## src/rtl/core/sm3_pkg.sv

```systemverilog
// package: sm3 constants, types and round functions
package sm3_pkg;

  localparam int unsigned WordW   = 32;
  localparam int unsigned BlkWords = 16;
  localparam int unsigned Rounds  = 64;

  localparam logic [31:0] Tj0 = 32'h79CC4519;
  localparam logic [31:0] Tj1 = 32'h7A879D8A;
  localparam logic [7:0]  PadByte = 8'h80;

  localparam logic [255:0] SM3_IV = {
    32'h7380166F, 32'h4914B2B9, 32'h172442D7, 32'hDA8A0600,
    32'hA96F30BC, 32'h163138AA, 32'hE38DEE4D, 32'hB0FB0E4E
  };

  // datapath commands
  typedef enum logic [2:0] {
    CMD_NONE,
    CMD_PUT,      // write one byte at fill pointer
    CMD_START,    // load working regs and schedule
    CMD_ROUND,    // one compression round
    CMD_FOLD,     // xor into chaining value
    CMD_LEN,      // write length words
    CMD_RESET     // back to initial value
  } cmd_e;

  typedef struct packed {
    cmd_e       cmd;
    logic [7:0] put_val;
    logic       count_len;  // message byte, bump bit length
  } ctl_t;

  typedef struct packed {
    logic [5:0] fill;
    logic       full;       // fill wrapped from 63 to 0 on last put
    logic       rnd_last;
  } sts_t;

  function automatic logic [31:0] rotl(input logic [31:0] x, input logic [4:0] n);
    logic [63:0] t;
    t = {x, x} << n;
    return t[63:32];
  endfunction

  function automatic logic [31:0] p0(input logic [31:0] x);
    return x ^ rotl(x, 5'd9) ^ rotl(x, 5'd17);
  endfunction

  function automatic logic [31:0] p1(input logic [31:0] x);
    return x ^ rotl(x, 5'd15) ^ rotl(x, 5'd23);
  endfunction

endpackage

```

## src/rtl/core/sm3_if.sv

```systemverilog
// interfaces: input word and digest word channels
interface sm3_in_if;
  logic        valid;
  logic        ready;
  logic [31:0] data_word;
  logic [2:0]  valid_bytes;
  logic        last_item;
  modport source (output valid, data_word, valid_bytes, last_item, input ready);
  modport sink (input valid, data_word, valid_bytes, last_item, output ready);
endinterface

interface sm3_out_if;
  logic        valid;
  logic        ready;
  logic [31:0] digest_word;
  logic        digest_last;
  modport source (output valid, digest_word, digest_last, input ready);
  modport sink (input valid, digest_word, digest_last, output ready);
endinterface

```

## src/rtl/core/sm3_datapath.sv

```systemverilog
// datapath: block buffer, message schedule, round logic, chaining value
module sm3_datapath (
  input  logic           clk_i,
  input  logic           rst_ni,
  input  sm3_pkg::ctl_t  ctl_i,
  output sm3_pkg::sts_t  sts_o,
  input  logic [2:0]     out_idx_i,
  output logic [31:0]    digest_o
);
  import sm3_pkg::*;

  logic [31:0] buf_q [BlkWords];
  logic [31:0] w_q [BlkWords];    // sliding schedule window w[j..j+15]
  logic [31:0] v_q [8];
  logic [31:0] r_q [8];
  logic [5:0]  fill_q;
  logic        full_q;
  logic [63:0] bits_q;
  logic [5:0]  rnd_q;

  logic [31:0] wn, a12, ss1, ss2, ff, gg, tt1, tt2, tj;
  logic        hi;

  assign hi  = rnd_q[5] | rnd_q[4];
  assign tj  = hi ? Tj1 : Tj0;
  assign wn  = p1(w_q[0] ^ w_q[7] ^ rotl(w_q[13], 5'd15)) ^ rotl(w_q[3], 5'd7) ^ w_q[10];
  assign a12 = rotl(r_q[0], 5'd12);
  assign ss1 = rotl(a12 + r_q[4] + rotl(tj, rnd_q[4:0]), 5'd7);
  assign ss2 = ss1 ^ a12;
  assign ff  = hi ? ((r_q[0] & r_q[1]) | (r_q[0] & r_q[2]) | (r_q[1] & r_q[2]))
                  : (r_q[0] ^ r_q[1] ^ r_q[2]);
  assign gg  = hi ? ((r_q[4] & r_q[5]) | (~r_q[4] & r_q[6]))
                  : (r_q[4] ^ r_q[5] ^ r_q[6]);
  assign tt1 = ff + r_q[3] + ss2 + (w_q[0] ^ w_q[4]);
  assign tt2 = gg + r_q[7] + ss1 + w_q[0];

  always_ff @(posedge clk_i or negedge rst_ni) begin
    if (!rst_ni) begin
      fill_q <= '0;
      full_q <= 1'b0;
      bits_q <= '0;
      rnd_q  <= '0;
      for (int i = 0; i < 8; i++) v_q[i] <= SM3_IV[255-32*i -: 32];
    end else begin
      case (ctl_i.cmd)
        CMD_PUT: begin
          {full_q, fill_q} <= {1'b0, fill_q} + 7'd1;
          if (ctl_i.count_len) bits_q <= bits_q + 64'd8;
        end
        CMD_START: begin
          rnd_q  <= '0;
          full_q <= 1'b0;
        end
        CMD_ROUND: rnd_q <= rnd_q + 6'd1;
        CMD_FOLD: begin
          for (int i = 0; i < 8; i++) v_q[i] <= v_q[i] ^ r_q[i];
          fill_q <= '0;
        end
        CMD_RESET: begin
          for (int i = 0; i < 8; i++) v_q[i] <= SM3_IV[255-32*i -: 32];
          bits_q <= '0;
          fill_q <= '0;
        end
        default: ;
      endcase
    end
  end

  always_ff @(posedge clk_i) begin
    case (ctl_i.cmd)
      CMD_PUT: begin
        case (fill_q[1:0])
          2'd0: buf_q[fill_q[5:2]][31:24] <= ctl_i.put_val;
          2'd1: buf_q[fill_q[5:2]][23:16] <= ctl_i.put_val;
          2'd2: buf_q[fill_q[5:2]][15:8]  <= ctl_i.put_val;
          default: buf_q[fill_q[5:2]][7:0] <= ctl_i.put_val;
        endcase
      end
      CMD_LEN: begin
        buf_q[14] <= bits_q[63:32];
        buf_q[15] <= bits_q[31:0];
      end
      CMD_START: begin
        for (int i = 0; i < BlkWords; i++) w_q[i] <= buf_q[i];
        for (int i = 0; i < 8; i++) r_q[i] <= v_q[i];
      end
      CMD_ROUND: begin
        for (int i = 0; i < BlkWords - 1; i++) w_q[i] <= w_q[i+1];
        w_q[BlkWords-1] <= wn;
        r_q[0] <= tt1;
        r_q[1] <= r_q[0];
        r_q[2] <= rotl(r_q[1], 5'd9);
        r_q[3] <= r_q[2];
        r_q[4] <= p0(tt2);
        r_q[5] <= r_q[4];
        r_q[6] <= rotl(r_q[5], 5'd19);
        r_q[7] <= r_q[6];
      end
      default: ;
    endcase
  end

  assign sts_o.fill     = fill_q;
  assign sts_o.full     = full_q;
  assign sts_o.rnd_last = (rnd_q == 6'(Rounds - 1));
  assign digest_o       = v_q[out_idx_i];

endmodule

```

## src/rtl/core/sm3_ctrl.sv

```systemverilog
// controller: byte feed, padding, round sequencing and digest output
module sm3_ctrl (
  input  logic           clk_i,
  input  logic           rst_ni,
  sm3_in_if.sink         in_if,
  output sm3_pkg::ctl_t  ctl_o,
  input  sm3_pkg::sts_t  sts_i,
  output logic [2:0]     out_idx_o,
  output logic           out_valid_o,
  output logic           out_last_o,
  input  logic           out_ready_i
);
  import sm3_pkg::*;

  typedef enum logic [3:0] {
    S_IDLE, S_FEED, S_CHK, S_START, S_ROUND, S_FOLD,
    S_PAD80, S_PADZ, S_LEN, S_OUT
  } state_e;

  state_e      state_q, state_d;
  logic [31:0] word_q;
  logic [2:0]  cnt_q, cnt_d;
  logic        last_q;
  logic        fin_q, fin_d;     // final block(s) in progress
  logic        lenb_q, lenb_d;   // current block carries length
  logic [2:0]  oidx_q, oidx_d;
  logic [2:0]  nbytes;

  assign nbytes = (in_if.valid_bytes > 3'd4) ? 3'd4 : in_if.valid_bytes;
  assign in_if.ready = (state_q == S_IDLE);

  always_comb begin
    state_d = state_q;
    cnt_d   = cnt_q;
    fin_d   = fin_q;
    lenb_d  = lenb_q;
    oidx_d  = oidx_q;
    ctl_o   = '{cmd: CMD_NONE, put_val: 8'h00, count_len: 1'b0};
    unique case (state_q)
      S_IDLE: begin
        if (in_if.valid) begin
          cnt_d   = nbytes;
          state_d = S_FEED;
        end
      end
      S_FEED: begin
        if (cnt_q != 3'd0) begin
          ctl_o.cmd = CMD_PUT;
          ctl_o.count_len = 1'b1;
          ctl_o.put_val = word_q[31:24];
          cnt_d   = cnt_q - 3'd1;
          state_d = S_CHK;
        end else if (last_q) begin
          state_d = S_PAD80;
        end else begin
          state_d = S_IDLE;
        end
      end
      S_CHK: state_d = sts_i.full ? S_START : S_FEED;
      S_START: begin
        ctl_o.cmd = CMD_START;
        state_d   = S_ROUND;
      end
      S_ROUND: begin
        ctl_o.cmd = CMD_ROUND;
        if (sts_i.rnd_last) state_d = S_FOLD;
      end
      S_FOLD: begin
        ctl_o.cmd = CMD_FOLD;
        if (!fin_q) state_d = S_FEED;
        else if (lenb_q) state_d = S_OUT;
        else state_d = S_PADZ;
      end
      S_PAD80: begin
        ctl_o.cmd     = CMD_PUT;
        ctl_o.put_val = PadByte;
        fin_d   = 1'b1;
        lenb_d  = 1'b0;
        state_d = S_PADZ;
      end
      S_PADZ: begin
        // zero fill to 56, or to block end when length does not fit
        if (!lenb_q && sts_i.fill > 6'd56 || sts_i.full) begin
          if (sts_i.full) state_d = S_START;
          else ctl_o.cmd = CMD_PUT;
        end else if (sts_i.fill < 6'd56) begin
          ctl_o.cmd = CMD_PUT;
        end else begin
          state_d = S_LEN;
        end
      end
      S_LEN: begin
        ctl_o.cmd = CMD_LEN;
        lenb_d    = 1'b1;
        state_d   = S_START;
      end
      S_OUT: begin
        if (out_ready_i) begin
          oidx_d = oidx_q + 3'd1;
          if (oidx_q == 3'd7) begin
            ctl_o.cmd = CMD_RESET;
            fin_d   = 1'b0;
            lenb_d  = 1'b0;
            state_d = S_IDLE;
          end
        end
      end
      default: state_d = S_IDLE;
    endcase
  end

  always_ff @(posedge clk_i or negedge rst_ni) begin
    if (!rst_ni) begin
      state_q <= S_IDLE;
      cnt_q   <= '0;
      fin_q   <= 1'b0;
      lenb_q  <= 1'b0;
      oidx_q  <= '0;
      last_q  <= 1'b0;
      word_q  <= '0;
    end else begin
      state_q <= state_d;
      cnt_q   <= cnt_d;
      fin_q   <= fin_d;
      lenb_q  <= lenb_d;
      oidx_q  <= oidx_d;
      if (in_if.valid && in_if.ready) begin
        word_q <= in_if.data_word;
        last_q <= in_if.last_item;
      end else if (ctl_o.cmd == CMD_PUT && state_q == S_FEED) begin
        word_q <= {word_q[23:0], 8'h00};
      end
    end
  end

  assign out_idx_o   = oidx_q;
  assign out_valid_o = (state_q == S_OUT);
  assign out_last_o  = (oidx_q == 3'd7);

  a_no_accept_busy: assert property (@(posedge clk_i) disable iff (!rst_ni)
    (state_q != S_IDLE) |-> !in_if.ready) else $error("accept while busy");
  a_out_idx_idle: assert property (@(posedge clk_i) disable iff (!rst_ni)
    (state_q == S_IDLE) |-> (oidx_q == 3'd0)) else $error("digest index not cleared");
  a_round_follows_start: assert property (@(posedge clk_i) disable iff (!rst_ni)
    (state_q == S_START) |=> (state_q == S_ROUND)) else $error("start not followed by round");

endmodule

```

## src/rtl/core/sm3_hash_engine_unit.sv

```systemverilog
// top level: sm3 hash engine, controller plus datapath
//
//  channel  | dir | payload                                | role
//  in_if    | in  | data_word[31:0] valid_bytes[2:0] last  | message words, big-endian
//  out_if   | out | digest_word[31:0] digest_last          | eight digest words per message
//
// a word is accepted in idle, then each valid byte takes a feed and a check state, then an empty feed check
// each full 64-byte block runs start, 64 compression rounds and fold
// the last word adds padding, written one byte at a time, and one or two blocks
// digest words go out one per cycle while out_if ready is high; no input meanwhile
// asynchronous active-low reset loads the initial value and clears counts
module sm3_hash_engine_unit (
  input  logic    clk_i,
  input  logic    rst_ni,
  sm3_in_if.sink  in_if,
  sm3_out_if.source out_if
);
  import sm3_pkg::*;

  ctl_t        ctl;       // controller commands
  sts_t        sts;       // datapath status
  logic [2:0]  out_idx;

  sm3_ctrl u_ctrl (
    .clk_i       (clk_i),
    .rst_ni      (rst_ni),
    .in_if       (in_if),
    .ctl_o       (ctl),
    .sts_i       (sts),
    .out_idx_o   (out_idx),
    .out_valid_o (out_if.valid),
    .out_last_o  (out_if.digest_last),
    .out_ready_i (out_if.ready)
  );

  // datapath: digest word read straight from chaining value registers
  sm3_datapath u_dp (
    .clk_i     (clk_i),
    .rst_ni    (rst_ni),
    .ctl_i     (ctl),
    .sts_o     (sts),
    .out_idx_i (out_idx),
    .digest_o  (out_if.digest_word)
  );

endmodule

```

## src/flat_wrapper.sv

```systemverilog
// flat-port wrapper written by rule: the top's interface ports become plain ports
module sm3_hash_engine_unit_flat import sm3_pkg::*;
  (clk_i, rst_ni, in_if_valid, in_if_data_word, in_if_valid_bytes, in_if_last_item, in_if_ready, out_if_valid, out_if_digest_word, out_if_digest_last, out_if_ready);
  sm3_in_if in_if_i ();
  sm3_out_if out_if_i ();
  input  logic clk_i;
  input  logic rst_ni;
  input wire logic [$bits(in_if_i.valid)-1:0] in_if_valid;
  input wire logic [$bits(in_if_i.data_word)-1:0] in_if_data_word;
  input wire logic [$bits(in_if_i.valid_bytes)-1:0] in_if_valid_bytes;
  input wire logic [$bits(in_if_i.last_item)-1:0] in_if_last_item;
  output wire logic [$bits(in_if_i.ready)-1:0] in_if_ready;
  output wire logic [$bits(out_if_i.valid)-1:0] out_if_valid;
  output wire logic [$bits(out_if_i.digest_word)-1:0] out_if_digest_word;
  output wire logic [$bits(out_if_i.digest_last)-1:0] out_if_digest_last;
  input wire logic [$bits(out_if_i.ready)-1:0] out_if_ready;
  assign in_if_i.valid = in_if_valid;
  assign in_if_i.data_word = in_if_data_word;
  assign in_if_i.valid_bytes = in_if_valid_bytes;
  assign in_if_i.last_item = in_if_last_item;
  assign in_if_ready = in_if_i.ready;
  assign out_if_valid = out_if_i.valid;
  assign out_if_digest_word = out_if_i.digest_word;
  assign out_if_digest_last = out_if_i.digest_last;
  assign out_if_i.ready = out_if_ready;
  sm3_hash_engine_unit u_core (.clk_i(clk_i), .rst_ni(rst_ni), .in_if(in_if_i), .out_if(out_if_i));
endmodule
```

## config.mk

```make
export PLATFORM = sky130hd
export DESIGN_NAME = sm3_hash_engine_unit_flat
export DESIGN_NICKNAME = d
export VERILOG_FILES = /design/src/rtl/core/sm3_pkg.sv /design/src/rtl/core/sm3_if.sv /design/src/rtl/core/sm3_datapath.sv /design/src/rtl/core/sm3_ctrl.sv /design/src/rtl/core/sm3_hash_engine_unit.sv /design/src/flat_wrapper.sv
export SDC_FILE = /design/constraint.sdc
export NUM_CORES = 2
export LEC_CHECK = 0
export BUFFER_PORTS_ARGS = -buffer_cell sky130_fd_sc_hd__clkbuf_2
export CORE_UTILIZATION = 52
export DETAILED_ROUTE_END_ITERATION = 12
export PLACE_DENSITY = 0.75
export SETUP_SLACK_MARGIN = 0.2
export SYNTH_ARGS = -nofsm -noshare
export SYNTH_HDL_FRONTEND = slang
export SYNTH_SLANG_ARGS = --single-unit
```

## constraint.sdc

```tcl
create_clock -name clk_i -period 28.9 [get_ports clk_i]
set_input_delay 1.445 -clock clk_i [delete_from_list [all_inputs] [get_ports clk_i]]
set_output_delay 1.445 -clock clk_i [all_outputs]
set_load 0.05 [all_outputs]
```

==> reports/summary.txt <==
final clock skew: 43.8 ps
critical path fanouts, max: 31
Crit-path slowest cell: nor2_2
Root Buffer: clkbuf_16
Die Y: 401 µm
most frequent cells in the layout: nand2_1, edfxtp_1, o21ai_0, nor2_1, xnor2_1
unrepaired setup endpoints after global routing: false
post-cts repair resize count: 0
slew margin rel.: 0.156
Hold Fails Final Rpt: 0
share of flip-flops with an asynchronous set or reset: 0.227
Worst R2R End: u_core.u_dp.r_q[0][16]
Netlist cell types: 101
placed insts: 9034
mapped cell area: 0.0828 mm²
run status: completed
slowest cell delay on critical path: 860 ps
CTS Buffer Depth: 3
Syn Area/Cell: 11.6 µm²
row count: 146
wire per inst: 27.0 µm
Setup CP Type: reg -> reg
DR iter-0 viols: 6903
Area Overhead vs Synth: 9.50%
clk_lat worst skew: 850 ps
Top cell by count, worst path: fa_1
starting density of the core: 0.523
crit path launch: u_core.u_dp.rnd_q[5]
total number of yosys warnings: 0
crit share post-route: 0.389
clock sinks: 1655
Core Region: 0.158 mm²
sequential-to-total area share from yosys stat: 0.580
Worst-path clk slew: 60 ps
Setup TNS: 0 ps
Antenna Nets Post-Route: 0
layout cells sized above 1: 0.126
EDFF count, synth: 1280
total CTS buffers: 168
placed cell area: 0.0851 mm²
total track usage: 0.313
final WL: 252000 µm
max cap viols: 0
Worst Setup EP: u_core.u_dp.r_q[0][16]
port bufs: 74
first-pass GRT wire length: 365000 µm
Post-CTS Hold Buffers: 0
Final #Nets: 7468
Seq cells post-synth: 1655
I/O pin total: 75
R2R depth: 36
Post-DP HPWL: 177000 µm
Die Area: 0.161 mm²
Fillers: 12.6k
number of setup buffers added after CTS: 0
Hold Path Class: reg -> reg
Critical Path Source Type: flop
arrival time worst endpoint: 11760 ps
GP Congestion: 1.00
syn nets: 7493
non-filler cells, final: 9345
initial antenna violation count: 10
Worst setup EP type: flop
Least-Margin Pin Slew: 1250 ps
Most used DFF post-synth: edfxtp_1
Critical R2R Launch: u_core.u_dp.rnd_q[5]
diode count: 0
Reg2Reg Setup Slack: 17670 ps
1st-pass router iterations: 6
htree depth: 4
largest net degree at the start of global routing: 194
CTS tree: yes
via count: 55.4k
Syn Inst Count: 7157
final core area utilization: 0.573
commonest non-fill, non-tap cell in the layout: nand2_1
Die Width: 401 µm
Final Cell Area: 0.0906 mm²
max frequency: 0.0890 GHz
Final Critical Period: 11230 ps
vias in the first global route: 53.8k
Slew Viols, Final: 0
Final setup viols: 0
residual DRC count: 0
grt ovf: 0
Via density: 5.93
Worst Path Required: 29430 ps
## cell type report
type | count | area, µm² | share of cell area
Timing Repair Buffer | 135 | 913 | 0.0101
Inverter | 322 | 1220 | 0.0135
Multi-Input combinational cell | 4850 | 32400 | 0.357
Clock inverter | 88 | 1040 | 0.0115
Tap cell | 2072 | 2590 | 0.0286
Sequential cell | 1655 | 48000 | 0.529
Clock buffer | 223 | 4530 | 0.0500
## registers in the layout, indices dropped and copies added, names as in the netlist, 4 cells and up
register and count:
u_core.u_dp.rnd_q 6, u_core.u_dp.w_q 512, u_core.u_dp.bits_q 61, u_core.u_dp.v_q 256, u_core.u_ctrl.state_q 4, u_core.u_dp.r_q 256, u_core.u_dp.buf_q 512, u_core.u_dp.fill_q 6
u_core.u_ctrl.word_q 32
## how the worst min path moves through the flow
| stage | start | end | slack (ps) | depth (start not counted) |
|---|---|---|---|---|
| 2_1_floorplan | u_core.u_ctrl.word_q[0] | u_core.u_ctrl.word_q[0] | 470 | 1 |
| 3_3_place_gp | u_core.u_dp.w_q[0][69] | u_core.u_dp.w_q[0][37] | 490 | 2 |
| 3_5_place_dp | u_core.u_dp.w_q[0][81] | u_core.u_dp.w_q[0][49] | 490 | 2 |
| 4_1_cts | u_core.u_dp.w_q[1][44] | u_core.u_dp.w_q[1][12] | 490 | 2 |
| 5_1_grt | u_core.u_dp.buf_q[9][15] | u_core.u_dp.w_q[1][47] | 510 | 2 |
| 6_report | u_core.u_dp.w_q[1][44] | u_core.u_dp.w_q[1][12] | 490 | 2 |
## metal layers
layer	GRT usage	part of all wire
met1	0.404	0.38
met2	0.490	0.47
met3	0.0530	0.075
met4	0.203	0.075
met5	0	0.00016
## logic make-up after synthesis
kind of cell	count (synthesis)	share of synthesized area
and+or+nand+nor	2566	0.129
DFF	1655	0.580
AOI/OAI and AO/OA	924	0.0651
buffers and inverters	652	0.0301
xor gates and xnor gates	622	0.0673
muxes	442	0.0673
adders and majority gates	296	0.0618
## cell usage after synthesis, types with 33 or more instances
library cell	n	area, µm²
dfstp_2	119	3130
inv_1	320	1200
xnor2_1	358	3140
mux2_2	276	3110
nand3_1	55	275
edfxtp_1	1280	38400
nand2_1	1801	6760
nor2_1	382	1430
o21ai_0	431	2160
a21oi_1	251	1260
and3_1	136	851
a21o_1	41	308
nor3_1	33	165
xor2_1	255	2230
clkbuf_1	269	1010
dfrtp_1	256	6410
mux2i_1	102	1020
fa_1	188	3760
ha_1	108	1350
mux4_2	64	1440
## worst max-delay path: cells and delay by family, from the launching register on
family	cells	cell delay [ps]
compound gates	16	4000
xor+xnor	2	460
fa+ha+maj	7	2890
buf+inv	3	870
flops	1	440
mux	1	320
simple gates	7	1920
## through the flow
stage | hold WS, ps | setup WS (ps)
final | 494 | 17670
after global routing | 509 | 17240
after CTS | 494 | 17710
after detailed placement | 490 | 17780
after global placement | 486 | 17940
after floorplan | 465 | 11540
Power is not shown: default switching activity piles up to over one toggle a cycle in this logic, so the estimate is an artifact.
